[config.mk]
export PLATFORM = sky130hd
export DESIGN_NAME = pipelined_prime_sieve
export DESIGN_NICKNAME = d
export VERILOG_FILES = /design/src/design/pps_pkg.sv /design/src/design/pps_ctrl.sv /design/src/design/pps_datapath.sv /design/src/design/pipelined_prime_sieve.sv
export SDC_FILE = /design/constraint.sdc
export NUM_CORES = 1
export LEC_CHECK = 0
export BUFFER_PORTS_ARGS = -buffer_cell sky130_fd_sc_hd__buf_2
export CAP_MARGIN = 5
export CELL_PAD_IN_SITES_DETAIL_PLACEMENT = 2
export CELL_PAD_IN_SITES_GLOBAL_PLACEMENT = 2
export CORE_MARGIN = 3
export CORE_UTILIZATION = 52
export DETAILED_ROUTE_END_ITERATION = 10
export PLACE_DENSITY = 0.84
export SLEW_MARGIN = 30
export SYNTH_ARGS = -nofsm -noshare
export SYNTH_HDL_FRONTEND = slang
export SYNTH_SLANG_ARGS = --single-unit
export TNS_END_PERCENT = 1
[constraint.sdc]
create_clock -name clk -period 4.29 [get_ports clk]
set_input_delay 0.429 -clock clk [delete_from_list [all_inputs] [get_ports clk]]
set_output_delay 0.429 -clock clk [all_outputs]
set_load 0.01 [all_outputs]
[src/design/pps_pkg.sv]
package pps_pkg;

	localparam int DEF_NUM_STAGES  = 16;
	localparam int DEF_VALUE_WIDTH = 16;
	localparam int PORT_WIDTH      = 16;

	typedef struct packed {
		logic take_item;
		logic rd_en;
		logic survive;
		logic ins_write;
		logic div_start;
		logic div_step;
		logic idx_next;
		logic out_load;
		logic cnt_clear;
	} cmd_t;

	typedef struct packed {
		logic small_value;
		logic eos;
		logic at_count;
		logic full;
		logic div_done;
		logic divides;
		logic out_free;
	} sts_t;

endpackage

[src/design/pps_ctrl.sv]
module pps_ctrl (
	input  logic          clk,
	input  logic          arst_n,
	input  logic          cand_valid,
	output logic          cand_ready,
	input  pps_pkg::sts_t sts,
	output pps_pkg::cmd_t cmd
);

	localparam logic [2:0] ST_IDLE   = 3'd0;
	localparam logic [2:0] ST_PROBE  = 3'd1;
	localparam logic [2:0] ST_LOAD   = 3'd2;
	localparam logic [2:0] ST_DIVIDE = 3'd3;
	localparam logic [2:0] ST_CHECK  = 3'd4;
	localparam logic [2:0] ST_EMIT   = 3'd5;

	logic [2:0] state_q;
	logic [2:0] state_d;

	assign cand_ready = (state_q == ST_IDLE);

	always_comb begin
		state_d = state_q;
		cmd     = '0;
		case (state_q)
			ST_IDLE: begin
				if (cand_valid) begin
					cmd.take_item = 1'b1;
					state_d       = ST_PROBE;
				end
			end
			ST_PROBE: begin
				if (sts.small_value) begin
					cmd.cnt_clear = sts.eos;
					state_d       = ST_IDLE;
				end else if (sts.at_count) begin
					cmd.survive   = 1'b1;
					cmd.ins_write = !sts.full;
					state_d       = ST_EMIT;
				end else begin
					cmd.rd_en = 1'b1;
					state_d   = ST_LOAD;
				end
			end
			ST_LOAD: begin
				cmd.div_start = 1'b1;
				state_d       = ST_DIVIDE;
			end
			ST_DIVIDE: begin
				cmd.div_step = 1'b1;
				if (sts.div_done) begin
					state_d = ST_CHECK;
				end
			end
			ST_CHECK: begin
				if (sts.divides) begin
					cmd.cnt_clear = sts.eos;
					state_d       = ST_IDLE;
				end else begin
					cmd.idx_next = 1'b1;
					state_d      = ST_PROBE;
				end
			end
			ST_EMIT: begin
				if (sts.out_free) begin
					cmd.out_load  = 1'b1;
					cmd.cnt_clear = sts.eos;
					state_d       = ST_IDLE;
				end
			end
			default: begin
				state_d = ST_IDLE;
			end
		endcase
	end

	always_ff @(posedge clk or negedge arst_n) begin
		if (!arst_n) begin
			state_q <= ST_IDLE;
		end else begin
			state_q <= state_d;
		end
	end

endmodule

[src/design/pps_datapath.sv]
module pps_datapath #(
	parameter int NUM_STAGES  = pps_pkg::DEF_NUM_STAGES,
	parameter int VALUE_WIDTH = pps_pkg::DEF_VALUE_WIDTH
) (
	input  logic                              clk,
	input  logic                              arst_n,
	input  logic [pps_pkg::PORT_WIDTH-1:0]    value,
	input  logic                              end_of_stream,
	input  pps_pkg::cmd_t                     cmd,
	output pps_pkg::sts_t                     sts,
	output logic                              res_valid,
	input  logic                              res_ready,
	output logic [pps_pkg::PORT_WIDTH-1:0]    prime_value,
	output logic                              no_free_stage
);

	localparam int AW = (NUM_STAGES > 1) ? $clog2(NUM_STAGES) : 1;
	localparam int CW = $clog2(NUM_STAGES + 1);
	localparam int SW = $clog2(VALUE_WIDTH);

	logic [VALUE_WIDTH-1:0] mem [NUM_STAGES];
	logic [VALUE_WIDTH-1:0] rdata_q;

	logic [VALUE_WIDTH-1:0] v_q;
	logic                   eos_q;
	logic [CW-1:0]          cnt_q;
	logic [CW-1:0]          idx_q;
	logic                   flag_q;

	logic [VALUE_WIDTH-1:0] d_q;
	logic [VALUE_WIDTH-1:0] rem_q;
	logic [VALUE_WIDTH-1:0] quo_q;
	logic [SW-1:0]          step_q;
	logic [VALUE_WIDTH:0]   partial;
	logic [VALUE_WIDTH:0]   diff;

	logic                          res_valid_q;
	logic [pps_pkg::PORT_WIDTH-1:0] res_value_q;
	logic                          res_flag_q;

	assign partial = {rem_q, quo_q[VALUE_WIDTH-1]};
	assign diff    = partial - {1'b0, d_q};

	assign sts.small_value = (v_q < VALUE_WIDTH'(2));
	assign sts.eos         = eos_q;
	assign sts.at_count    = (idx_q == cnt_q);
	assign sts.full        = (cnt_q == CW'(NUM_STAGES));
	assign sts.div_done    = (step_q == SW'(VALUE_WIDTH - 1));
	assign sts.divides     = (rem_q == '0) && (d_q != '0);
	assign sts.out_free    = !res_valid_q || res_ready;

	always_ff @(posedge clk) begin
		if (cmd.ins_write) begin
			mem[cnt_q[AW-1:0]] <= v_q;
		end
		if (cmd.rd_en) begin
			rdata_q <= mem[idx_q[AW-1:0]];
		end
	end

	always_ff @(posedge clk) begin
		if (cmd.take_item) begin
			v_q   <= VALUE_WIDTH'(value);
			eos_q <= end_of_stream;
		end
		if (cmd.survive) begin
			flag_q <= sts.full;
		end
		if (cmd.div_start) begin
			d_q    <= rdata_q;
			rem_q  <= '0;
			quo_q  <= v_q;
			step_q <= '0;
		end else if (cmd.div_step) begin
			rem_q  <= diff[VALUE_WIDTH] ? partial[VALUE_WIDTH-1:0] : diff[VALUE_WIDTH-1:0];
			quo_q  <= {quo_q[VALUE_WIDTH-2:0], 1'b0};
			step_q <= step_q + SW'(1);
		end
		if (cmd.out_load) begin
			res_value_q <= pps_pkg::PORT_WIDTH'(v_q);
			res_flag_q  <= flag_q;
		end
	end

	always_ff @(posedge clk or negedge arst_n) begin
		if (!arst_n) begin
			cnt_q       <= '0;
			idx_q       <= '0;
			res_valid_q <= 1'b0;
		end else begin
			if (cmd.cnt_clear) begin
				cnt_q <= '0;
			end else if (cmd.ins_write) begin
				cnt_q <= cnt_q + CW'(1);
			end
			if (cmd.take_item) begin
				idx_q <= '0;
			end else if (cmd.idx_next) begin
				idx_q <= idx_q + CW'(1);
			end
			if (cmd.out_load) begin
				res_valid_q <= 1'b1;
			end else if (res_ready) begin
				res_valid_q <= 1'b0;
			end
		end
	end

	assign res_valid     = res_valid_q;
	assign prime_value   = res_value_q;
	assign no_free_stage = res_flag_q;

endmodule

[src/design/pipelined_prime_sieve.sv]
// Channel    Handshake                 Payload
// cand       cand_valid / cand_ready   value, end_of_stream
// res        res_valid / res_ready     prime_value, no_free_stage
//
// One candidate is handled at a time. Each occupied stage that is tested goes through the
// registered stage memory read and then the bit-serial remainder unit. Stages fill in
// order, so a fill count marks which ones are occupied and reset needs no clearing pass.
// The result register lets a candidate be accepted while a result waits; a survivor
// stalls only when that register is still full.
module pipelined_prime_sieve #(
	parameter int NUM_STAGES  = pps_pkg::DEF_NUM_STAGES,
	parameter int VALUE_WIDTH = pps_pkg::DEF_VALUE_WIDTH
) (
	input  logic                           clk,
	input  logic                           arst_n,
	input  logic                           cand_valid,
	output logic                           cand_ready,
	input  logic [pps_pkg::PORT_WIDTH-1:0] value,
	input  logic                           end_of_stream,
	output logic                           res_valid,
	input  logic                           res_ready,
	output logic [pps_pkg::PORT_WIDTH-1:0] prime_value,
	output logic                           no_free_stage
);

	pps_pkg::cmd_t cmd;
	pps_pkg::sts_t sts;

	pps_ctrl u_ctrl (
		.clk        (clk),
		.arst_n     (arst_n),
		.cand_valid (cand_valid),
		.cand_ready (cand_ready),
		.sts        (sts),
		.cmd        (cmd)
	);

	pps_datapath #(
		.NUM_STAGES  (NUM_STAGES),
		.VALUE_WIDTH (VALUE_WIDTH)
	) u_datapath (
		.clk           (clk),
		.arst_n        (arst_n),
		.value         (value),
		.end_of_stream (end_of_stream),
		.cmd           (cmd),
		.sts           (sts),
		.res_valid     (res_valid),
		.res_ready     (res_ready),
		.prime_value   (prime_value),
		.no_free_stage (no_free_stage)
	);

endmodule

# After elaboration in Yosys (flattened, before gate mapping)
# Memories as Yosys holds them, arrays and structs flattened. A register that Yosys moved wholly into a read port is not among the register bits.
# Index checks and enable logic that the tools add are counted.
# totals
ram_bits	256
register_bits	101
out_inout_bits	19
mem_count	1
inputBits	21
# classes
n_reduce_logical	12
n_lt_le_gt_ge	1
n_addsub	4
n_eq_ne	11
n_mux	33
# mem_list
memory	depth	word_bits	read_ports	rd_ports_with_merged_regs	wr	line_no	source
u_datapath.mem	16	16	1	1	1	pps_datapath.sv:21	logic [VALUE_WIDTH-1:0] mem [NUM_STAGES];
# ops
op	n
16-bit 2-to-1 mux	3
3-bit 2-to-1 mux	7
5-bit 2-to-1 mux	4
3-bit case mux with 6 select lines	1
17-bit by 16-bit subtractor with 17-bit output	1
16-bit zero test	1
16-bit by 2-bit < comparator with 1-bit output (second input constant)	1
16-bit nonzero test	1
1-bit 2-to-1 mux	15
5-bit by 1-bit adder with 5-bit output (second input constant)	2
2-bit nonzero test	4
3-bit by 2-bit equality test with 1-bit output (second input constant)	2
3-bit equality test (second input constant)	2
2-bit inequality test (second input constant)	3
5-bit equality test	1
5-bit equality test (second input constant)	1
4-bit by 1-bit adder with 4-bit output (second input constant)	1
4-bit equality test (second input constant)	1
2-bit 2-to-1 mux	2
3-bit by 1-bit equality test with 1-bit output (second input constant)	1
3-bit zero test	1
1-bit case mux with 3 select lines	1
3-bit AND reduction	1
1-bit zero test	2
2 further kinds	2

# Depth between registers and ports, before layout
# Gate-level depths: netlist of the first run.
# logic_depth
word_depth	7
depth_mapped	12
mapped_depth_nobuf	11

# By module
# A second synthesis of the first run with hierarchy kept.
# unflattened
cells_unflattened	808
area_unflattened_um2	15227.1
# modules_own_cells
module	cells_each	area_each_um2	instances	seq_area_each_um2
pps_datapath	771	14890.5	1	10855.4
pps_ctrl	37	336.6	1	75.1

# Worst setup path after synthesis of the first run
# No wires, ideal clock.
# synth_path
path_kind	flip-flop to flip-flop
from	register u_ctrl.state_q[1]
to	register u_datapath.cnt_q[4]
path_slack_ns	1.619
synth_period_minus_slack_ns	2.671
path_stages_with_launch	6
arrival_time_ns	2.551
setup_time_ns	0.120
path_buffers	0
cell_sequence	dfrtp_1 -> nand2b_1 -> nor3b_1 -> a221o_1 -> and4bb_2 -> nor2_1
# synth_between
elab_chain_len	3
# synth_rtl
item	line_no	source
start: declaration	pps_ctrl.sv:17	logic [2:0] state_q;
start signal: assignment	pps_ctrl.sv:81	state_q <= state_d;
3-bit equality test / 3-bit by 1-bit equality test with 1-bit output (equally long branches)	pps_ctrl.sv:25	case (state_q)
1-bit case mux with 3 select lines / 3-bit 2-to-1 mux (equally long branches)	pps_ctrl.sv:25	
5-bit 2-to-1 mux / 2-bit nonzero test (equally long branches)	--	
end signal: assignment	pps_datapath.sv:94	cnt_q <= cnt_q + CW'(1);
end: declaration	pps_datapath.sv:26	logic [CW-1:0] cnt_q;
# Parallel ways exist; a longest one is shown, timed or not.
# A chain may end at the register's enable or synchronous reset.

# Worst setup path after layout of the first run
# layout_path
from	register u_datapath.idx_q[3]
to	memory u_datapath.mem[0][5] in the netlist's numbering, enable pin
# layout_between
elab_chain_len	6
# layout_rtl
item	line_no	source
start: declaration	pps_datapath.sv:27	logic [CW-1:0] idx_q;
start signal: assignment	pps_datapath.sv:99	idx_q <= idx_q + CW'(1);
5-bit equality test	pps_datapath.sv:46	assign sts.at_count = (idx_q == cnt_q);
2-bit 2-to-1 mux	pps_ctrl.sv:36	end else if (sts.at_count) begin
3-bit 2-to-1 mux	pps_ctrl.sv:33	if (sts.small_value) begin
3-bit 2-to-1 mux	pps_ctrl.sv:25	
1-bit 2-to-1 mux	pps_datapath.sv:53	if (cmd.ins_write) begin
1-bit 2-to-1 mux (not written as such)	pps_datapath.sv:54	mem[cnt_q[AW-1:0]] <= v_q;
end: declaration	pps_datapath.sv:21	
# Every way passes these cells.

==> flow_summary.yaml, run 1 <==
outcome:
  status: "completed"
detailed_routing:
  wl_per_cell_um: 40.66
  post_drt_via_cell_ratio: 6.826
  drc: 0
  num_vias: 8847
  first_pass_iters: 5
  wirelength_um: 52690
  ant_nets: 0
  drtIter0Drc: 1209
clock_network:
  cts.sinks: 373
  insertion_delay_ns: 0.54
  numCtsBuffers: 39
  htreeDepth: 2
  clockRootBuffer: "clkbuf_16"
  cts_buffer_depth: 3
  cts.repair.resized: 0
  ctsHoldBuffers: 1
  cts_tree: "yes"
  clkTransAtPathRegs_ns: 0.07
  post-cts-setup-buffers: 0
worst_setup_path:
  cp_cell_sequence: "buf_4 > xor2_1 > nor3_1 > nand2_1 > nor3_2 > and3_1"
  critical_path_class: "reg -> reg"
  cpMaxStageDelayCell: "and3_1"
  path_depth: 6
  cp_top_family: "simple AND/OR/NAND/NOR gates"
  cp_slowest_stage_delay_ns: 0.92
  worst_setup_path_start_kind: "flip-flop"
  crit_buf_inv: 1
  critPathCaptureType: "flip-flop"
  r2r_cells: 6
  critical_path_required_ns: 4.42
  cp_data_arrival_time_ns: 4.03
  path_max_fanout: 19
run:
  drv_cap: 0
global_route:
  use_met3: 0.06645
  grt_max_degree: 68
  grt_pass1_wl_um: 74060
  busiest_layer: "met2"
  grt.met2_usage: 0.5698
  grt_pass1_vias: 9492
  antenna_found_initial: 4
  grt_overflow: 0
  grt.total_usage: 0.3427
  met1_usage: 0.4498
hold_path:
  hp-class: "in -> reg"
  hold_depth: 1
synth:
  synth_fp_nets: 847
  yosys_warnings: 0
  yosysSeqAreaShare: 0.7271
  yosys.cell_types.count: 61
  yosys_most_used_dff: "edfxtp_1"
  syn_inst: 803
  syn_area_per_cell_um2: 18.72
  ys_seq_elements: 373
  synth_area_mm2: 0.01503
  synth-async-reset-ratio: 0.03753
  synth_edf_count: 339
floorplanning:
  die_w_um: 176.0
  start_util: 0.5338
  die_h_um: 176.0
  die_area_mm2: 0.03099
  placementRows: 61
  top_level_ports: 40
  fp.coreArea_mm2: 0.02816
pwr:
  total_leakage_power_nw: 5.762
  ir_worst_vdd_mv: 0.5108
  p_per_area_mw_per_mm2: 696.9
  power.total_w: 0.01194
sta:
  final.period_utilization: 0.9080
  max_freq_mhz: 256.7
  worst_pin_slew_ns: 0.9931
  period_minus_slack_ns: 3.895
  worst_slack_ns: 0.3948
  hold_viol: 0
  timing.slew.headroom: 0.3380
  setup_violations: 0
  fin_setup_tns_ns: 0
  finalMaxSlewViolations: 0
  rsz0062_at_grt: "no"
  finClkSkew_ns: 0.02973
placement:
  preCtsSetupSlack_ns: 0.8238
  portBuffers: 39
  gp_congestion: 0.9057
  post-dp-hpwl_um: 29110
final_layout:
  regArea_mm2: 0.01094
  synthToLayoutAreaGrowth_pct: 14.00
  drive_above_1_share: 0.2704
  final_nets: 931
  multi_input_area_mm2: 0.003891
  fillers: 2255
-- synth_stat cells, drive strengths merged (7+ instances only) --
cell type / number / share of area
edfxtp: 339 / 0.68
dfxtp: 20 / 0.027
clkbuf: 15 / 0.0037
xor2: 15 / 0.0087
dfrtp: 14 / 0.023
buf: 17 / 0.0057
ha: 22 / 0.018
o21ai: 24 / 0.0082
nor2: 40 / 0.010
inv: 25 / 0.0062
mux2: 15 / 0.011
nand4: 7 / 0.0029
and3: 11 / 0.0047
nand2b: 7 / 0.0029
nor3: 11 / 0.0040
nand2: 33 / 0.0084
a21oi: 14 / 0.0049
mux2i: 15 / 0.010
nor4: 14 / 0.0058
mux4: 80 / 0.12
xnor2: 12 / 0.0070
-- path summary, 6_finish.rpt --
path,from,to,slack [ns]
setup / recovery,u_datapath.idx_q[3]$_DFFE_PN0P_,u_datapath.mem[0][5]$_DFFE_PP_,0.39
hold / removal,value[13],u_datapath.v_q[13]$_DFFE_PP_,0.08
setup reg to reg,u_datapath.idx_q[3]$_DFFE_PN0P_,u_datapath.mem[0][5]$_DFFE_PP_,0.39
hold reg to reg,u_datapath.rdata_q[13]$_DFFE_PP_,u_datapath.d_q[13]$_DFFE_PP_,0.44
max in group asynchronous,arst_n,u_datapath.idx_q[1]$_DFFE_PN0P_,3.57
min in group asynchronous,arst_n,u_datapath.idx_q[3]$_DFFE_PN0P_,0.37
-- state kept, by name, indices dropped and copies added (netlist names) --
name	cells
u_datapath.mem	256
u_datapath.d_q	16
u_datapath.prime_value	16
u_datapath.quo_q	16
u_datapath.rdata_q	16
u_datapath.rem_q	16
u_datapath.v_q	16
u_datapath.cnt_q	5
u_datapath.idx_q	5
u_datapath.step_q	4
u_ctrl.state_q	3
u_datapath.eos_q	1
u_datapath.flag_q	1
u_datapath.no_free_stage	1
u_datapath.res_valid	1
-- kinds of logic after synthesis --
kind of cell,synth area share
compound gates,0.03129
xor+xnor,0.01573
fa+ha+maj,0.01964
buf+inv,0.01573
flops,0.7271
mux,0.1411
simple gates,0.04944
-- stage by stage --
stage / utilization / cell area, um^2 / hold WS [ns] / cells
floorplan: - / 15030 / 0.1334 / 803
finish: 0.6085 / 17140 / 0.07998 / 1296
global placement: 0.5621 / 15830 / 0.3497 / 1222
global route: 0.6084 / 17140 / 0.06597 / 1295
detailed placement: 0.5624 / 15840 / 0.3777 / 1222
CTS: 0.6073 / 17100 / 0.07447 / 1294
-- cell type report --
type	instances	share of cell area
multi-input combinational	373	0.2271
timing repair buffer	75	0.02847
inverter	25	0.005476
clock buffer	49	0.06220
tap	378	0.02760
sequential	373	0.6381
antenna	1	0.0001460
clock inverter	22	0.01095
-- power by group --
part / switching, W / total [W] / internal (W)
sequential: 0.000440 / 0.00497 / 0.00453
clock: 0.00152 / 0.00347 / 0.00195
combinational: 0.00211 / 0.00351 / 0.00141
-- routing by layer --
metal  wire length, um  up-vias
li1                  -     3385
met1             20220     4780
met2             26210      538
met3              3690      138
met4              2529        6
met5                44        -
-- placed cells by master, fill, tap and decap left out, drive strengths merged, types with 16 or more instances in the layout --
cell    netlist  final
buf          17     74
inv          25     25
ha           22     22
dfxtp        20     20
clkbuf       15     49
o21ai        24     24
clkinv        0     16
edfxtp      339    339
mux4         80     80
nor2         40     40
nand2        33     33
Note: power is estimated with default switching activity, not from simulation.
==> inputs of run 2 (changes only) <==
- SYNTH_HIERARCHICAL: unset -> 1
==> run 2 against run 1 <==
Via count barely moved. Wire length fell by 0.70%. Hold slack got worse by 0.031 ns. Critical path type unchanged. Clock power rose by 6.6%. Sequential cell count did not move. Total power fell by 0.44%. Clock skew rose by 0.0077 ns. Critical path depth rose by 2. Critical endpoint is now u_datapath/mem[11][3]$_DFFE_PP_. Highest routed layer unchanged.
==> flow_summary.yaml, run 2 <==
final_layout:
  fillers: 2292
  drive_above_1_share: 0.2831
  final_cell_area_mm2: 0.01736
  layout_commonest_cell: "edfxtp_1"
  mostFrequentLayoutCells: "edfxtp_1, mux4_2, clkbuf_16"
  regArea_mm2: 0.01094
  multi_input_area_mm2: 0.004000
  final_nets: 935
  largest_reg_flops: 256
  synthToLayoutAreaGrowth_pct: 14.02
  final_util: 0.6033
clock_network:
  clkTransAtPathRegs_ns: 0.06
  insertion_delay_ns: 0.57
  cts_buffer_depth: 3
  numCtsBuffers: 40
  htreeDepth: 2
  clockRootBuffer: "clkbuf_16"
  cts_tree: "yes"
  cts.sinks: 373
sta:
  worst_pin_slew_ns: 0.9774
  period_minus_slack_ns: 4.019
  finClkSkew_ns: 0.03743
  rsz0062_at_grt: "no"
  fin_setup_tns_ns: 0
  timing.slew.headroom: 0.3484
  finalMaxSlewViolations: 0
  hold_viol: 0
  fin_hold_ws_ns: 0.04851
  setup_violations: 0
  final.period_utilization: 0.9368
  max_freq_mhz: 248.8
global_route:
  grt_max_degree: 68
  grt_pass1_wl_um: 74510
  grt_pass1_vias: 9466
  antenna_found_initial: 2
  grt_overflow: 0
  grt.total_usage: 0.3417
detailed_routing:
  ant_nets: 0
  wirelength_um: 52320
  wl_per_cell_um: 40.03
  drtIter0Drc: 1301
  first_pass_iters: 5
  post_drt_via_cell_ratio: 6.768
  num_vias: 8846
  drc: 0
pwr:
  clkPwrFrac: 0.311
  pwr-share-seq: 0.400
  p_per_area_mw_per_mm2: 685.0
  total_leakage_power_nw: 5.792
  ir_worst_vdd_mv: 0.4008
  power_switching_w: 0.003987
  combPwrFrac: 0.289
  swShare: 0.3353
  power.internal_w: 0.007905
worst_setup_path:
  cp_cell_sequence: "nor4_1 > and4_1 > nor4b_4 > nand2_1 > nor2_1 > nand2_1 > nor3b_2 > buf_4"
  timing.rr.start: "u_datapath/v_q[14]$_DFFE_PP_"
  path_max_fanout: 19
  worst_setup_path_start_kind: "flip-flop"
  path_depth: 8
  cp_top_family: "simple AND/OR/NAND/NOR gates"
  critPathCaptureType: "flip-flop"
  crit_buf_inv: 1
  cp_slowest_stage_delay_ns: 0.84
  r2r_cells: 8
  cpMaxStageDelayCell: "edfxtp_1"
  critical_path_required_ns: 4.49
  cp_data_arrival_time_ns: 4.22
  crit_top_cell: "nand2_1"
  r2r-end: "u_datapath/mem[11][3]$_DFFE_PP_"
  critical_path_class: "reg -> reg"
  ff2ff_setup_slack_ns: 0.27
floorplanning:
  die_w_um: 177.1
  top_level_ports: 40
  placementRows: 62
  fp.coreArea_mm2: 0.02878
  start_util: 0.5291
  die_area_mm2: 0.03137
  die_h_um: 177.1
synth:
  synth_edf_count: 339
  synth-async-reset-ratio: 0.03753
  synth_top_cells_by_count: "edfxtp_1, mux4_2, nor2_1"
  yosys-top-cells-area: "edfxtp_1, mux4_2, dfxtp_1"
  yosysSeqAreaShare: 0.7178
  yosys.cell_types.count: 65
  yosys_warnings: 6
  yosysTopAreaCell: "edfxtp_1"
  yosysMostFrequentCell: "edfxtp_1"
  yosys_most_used_dff: "edfxtp_1"
  ys_seq_elements: 373
  synth_area_mm2: 0.01523
  synth.top_cell.area_share: 0.6685
  synth_fp_nets: 852
  syn_area_per_cell_um2: 18.85
  syn_inst: 808
placement:
  post-dp-hpwl_um: 29670
  gp_congestion: 0.8621
  portBuffers: 39
  dpl_cell_area_mm2: 0.01600
hold_path:
  min_from: "value[10]"
  hp-class: "in -> reg"
  min_to: "u_datapath/v_q[10]$_DFFE_PP_"
  hold_depth: 1
run:
  drv_cap: 0
outcome:
  status: "completed"
run 2: cell types whose count changed after synthesis, moves of 5 or more:
cell,previous run,this run
a211oi_1,4,13
buf_2,12,5
buf_6,0,6
clkbuf_1,15,21
nand2_1,32,25
nand2b_1,7,13
nor3b_1,2,7
o21ai_1,11,0
run 2: layer usage:
metal,GRT usage,vias up,part of all wire
li1,-,3403,-
met1,0.4594,4747,0.39
met2,0.5756,572,0.50
met3,0.06671,122,0.081
met4,0.09689,2,0.033
met5,0,-,0.00031
run 2: worst max-delay path by stage:
stage                                    start                               to
5_1_grt           u_datapath/v_q[14]$_DFFE_PP_  u_datapath/mem[11][3]$_DFFE_PP_
4_1_cts           u_datapath/v_q[14]$_DFFE_PP_  u_datapath/mem[11][3]$_DFFE_PP_
3_3_place_gp      u_datapath/v_q[10]$_DFFE_PP_  u_datapath/mem[11][4]$_DFFE_PP_
2_1_floorplan  u_datapath/idx_q[1]$_DFFE_PN0P_  u_datapath/mem[11][0]$_DFFE_PP_
3_5_place_dp      u_datapath/v_q[14]$_DFFE_PP_   u_datapath/mem[4][6]$_DFFE_PP_
6_report          u_datapath/v_q[14]$_DFFE_PP_  u_datapath/mem[11][3]$_DFFE_PP_
run 2: area by class of cell:
cell class,count,area share
flip-flops and latches,373,0.6299
multi-input cells,373,0.2304
clock buffers,49,0.06198
repair buffers,80,0.02933
well taps,384,0.02767
clock inverters,24,0.01564
inverters,23,0.004973
diodes,1,0.0001441
run 2: repair_timing:
action / in CTS / in global routing
endpoints found under the hold margin: 14 / 0
resized for setup: 0 / 0
setup buffers: 0 / 0
hold buffers: 1 / 0
run 2: cell families (layout without fill, tap and decap cells):
| family | count (synthesis) | after routing | synth area share |
|---|---|---|---|
| buf+inv | 62 | 176 | 0.02071 |
| flops | 373 | 373 | 0.7178 |
| xor+xnor | 31 | 31 | 0.01832 |
| simple gates | 143 | 143 | 0.05341 |
| other cells | 0 | 1 | 0 |
| mux | 111 | 111 | 0.1400 |
| compound gates | 65 | 65 | 0.03032 |
| fa+ha+maj | 23 | 23 | 0.01939 |
run 2: power groups by stage:
stage | logic (W) | registers [W] | clock network [W]
3_3_place_gp | 0.00291 | 0.00474 | 0
6_report | 0.00343 | 0.00476 | 0.00370
2_1_floorplan | 0.00247 | 0.00459 | 0
3_5_place_dp | 0.00322 | 0.00480 | 0
4_1_cts | 0.00340 | 0.00475 | 0.00372
5_1_grt | 0.00361 | 0.00479 | 0.00385
run 2: metrics by stage:
| stage | power (W) | cells | setup WS [ns] |
|---|---|---|---|
| 4_1_cts | 0.01186 | 1306 | 0.4037 |
| 5_1_grt | 0.01225 | 1306 | 0.1824 |
| 6_report | 0.01189 | 1307 | 0.2713 |
| 3_5_place_dp | 0.008017 | 1232 | 0.5732 |
| 3_3_place_gp | 0.007645 | 1232 | 1.220 |
| 2_1_floorplan | 0.007067 | 808 | 0.4385 |
==> inputs of run 3 (changes only) <==
- CORE_UTILIZATION: 52 -> 25
- CTS_BUF_LIST: unset -> sky130_fd_sc_hd__clkbuf_8
- PLACE_DENSITY: 0.84 -> 0.46
==> run 3 against run 2 <==
Worst setup slack improved by 0.76 ns. Core utilization down 30 points. Sequential power is 3% lower. Sequential share of layout area is 2.5 points lower. Critical path type unchanged. Largest cell class unchanged. Largest power group unchanged.
==> flow_summary.yaml, run 3 (same netlist as run 2, synthesis figures left out) <==
sta:
  timing.slew.headroom: 0.4388
  rsz0062_at_grt: "no"
  hold_viol: 0
  fin_setup_tns_ns: 0
  finalMaxSlewViolations: 0
  max_freq_mhz: 307.0
  finClkSkew_ns: 0.02411
  setup_violations: 0
  period_minus_slack_ns: 3.258
  worst_pin_slew_ns: 0.8418
  final.period_utilization: 0.7593
final_layout:
  fillers: 6092
  synthToLayoutAreaGrowth_pct: 18.70
  multi_input_area_mm2: 0.004013
  final_nets: 986
  drive_above_1_share: 0.3022
  mostFrequentLayoutCells: "edfxtp_1, mux4_2, clkbuf_8"
  regArea_mm2: 0.01094
  antennaDiodeCount: 0
  layout_commonest_cell: "edfxtp_1"
  largest_reg_flops: 256
pwr:
  p_per_area_mw_per_mm2: 626.1
  power.total_w: 0.01132
  ir_worst_vdd_mv: 0.2814
  total_leakage_power_nw: 5.971
placement:
  portBuffers: 39
  post-dp-hpwl_um: 26990
  gp_congestion: 0.7178
detailed_routing:
  ant_nets: 0
  first_pass_iters: 4
  wl_per_cell_um: 23.64
  drtIter0Drc: 470
  wirelength_um: 41820
  post_drt_via_cell_ratio: 4.463
  num_vias: 7895
  drc: 0
clock_network:
  post-cts-setup-buffers: 0
  clockRootBuffer: "clkbuf_8"
  cts_buffer_depth: 3
  cts.sinks: 373
  cts_tree: "yes"
  htreeDepth: 3
  clkTransAtPathRegs_ns: 0.06
  numCtsBuffers: 72
  insertion_delay_ns: 0.62
worst_setup_path:
  critical_path_class: "reg -> reg"
  critPathCaptureType: "flip-flop"
  worst_setup_path_start_kind: "flip-flop"
  path_max_fanout: 12
  critical_path_required_ns: 4.79
  cp_data_arrival_time_ns: 3.75
hold_path:
  hp-class: "in -> reg"
floorplanning:
  start_util: 0.2551
  die_w_um: 252.8
  placementRows: 89
  die_area_mm2: 0.06391
  fp.coreArea_mm2: 0.05969
  top_level_ports: 40
  die_h_um: 252.8
outcome:
  status: "completed"
global_route:
  antenna_found_initial: 1
  grt.total_usage: 0.1346
  grt_max_degree: 68
  grt_pass1_wl_um: 62130
  grt_overflow: 0
  grt_pass1_vias: 8850
run:
  drv_cap: 0
-- run 3: cell count changes in the layout (fill, tap and decap cells not counted), sizes merged --
cell	before	now
dlygate4sd3	1	17
clkinv	16	29
clkbuf	49	75
bufinv	5	4
clkinvlp	1	3
buf	79	82
diode	1	0
inv	25	40
-- run 3: per-stage QoR --
stage | instances | hold slack, ns | setup WS (ns) | utilization | instance area, um^2
CTS | 1769 | 0.09188 | 0.9280 | 0.3028 | 18070
detailed placement | 1624 | 0.3877 | 0.9365 | 0.2772 | 16540
global placement | 1624 | 0.3767 | 1.006 | 0.2772 | 16540
finish | 1769 | 0.1699 | 1.032 | 0.3028 | 18070
floorplan | 808 | 0.1334 | 0.4385 | - | 15230
global route | 1769 | 0.1171 | 0.7870 | 0.3028 | 18070
-- run 3: path summary, 6_finish.rpt --
kind                                                 startpoint                                 to  slack [ns]  cells past startpoint
max in group asynchronous                                arst_n    u_datapath/idx_q[0]$_DFFE_PN0P_        3.68                      2
worst max-delay path                u_datapath/d_q[0]$_DFFE_PP_  u_datapath/rem_q[11]$_SDFFE_PP0P_        1.03                     10
min in group asynchronous                                arst_n   u_datapath/res_valid$_DFFE_PN0P_        0.28                      2
worst max register to register      u_datapath/d_q[0]$_DFFE_PP_  u_datapath/rem_q[11]$_SDFFE_PP0P_        1.03                     10
worst min-delay path                                   value[8]        u_datapath/v_q[8]$_DFFE_PP_        0.17                      1
worst min register to register  u_datapath/rdata_q[9]$_DFFE_PP_        u_datapath/d_q[9]$_DFFE_PP_        0.42                      0
-- run 3: worst max-delay path: stages, from the launching register on --
cell      delay (ns)
edfxtp_1        0.38
ha_1            0.24
fa_1            0.42
nand2b_1        0.20
a21oi_2         0.22
o21ai_2         0.15
o31ai_4         0.27
xor2_2          0.66
buf_4           0.30
mux2i_1         0.22
a211oi_1        0.09
-- run 3: layer usage --
| metal | vias to the layer above | GRT usage | routed length [um] |
|---|---|---|---|
| met5 | - | 0 | 0 |
| met3 | 46 | 0.02496 | 1747 |
| met2 | 152 | 0.2133 | 19580 |
| li1 | 3517 | - | - |
| met1 | 4180 | 0.1868 | 19700 |
| met4 | 0 | 0.04432 | 784 |
-- run 3: layout make-up --
class / count / share of cell area
flip-flops and latches: 373 / 0.6050
clock buffers: 75 / 0.05711
inverters: 23 / 0.004776
repair buffers: 99 / 0.03946
multi-input cells: 373 / 0.2220
well taps: 773 / 0.05351
clock inverters: 53 / 0.01814
-- run 3: report_power, final --
part / switching, W / internal, W / total, W
clock: 0.00152 / 0.00186 / 0.00338
sequential: 0.000229 / 0.00439 / 0.00462
combinational: 0.00187 / 0.00144 / 0.00332
-- run 3: repair_timing --
action                                  4_1_cts  5_1_grt
resized for setup                             0        0
endpoints found under the setup margin        0        0
hold buffers                                 17        0
endpoints found under the hold margin        30        0
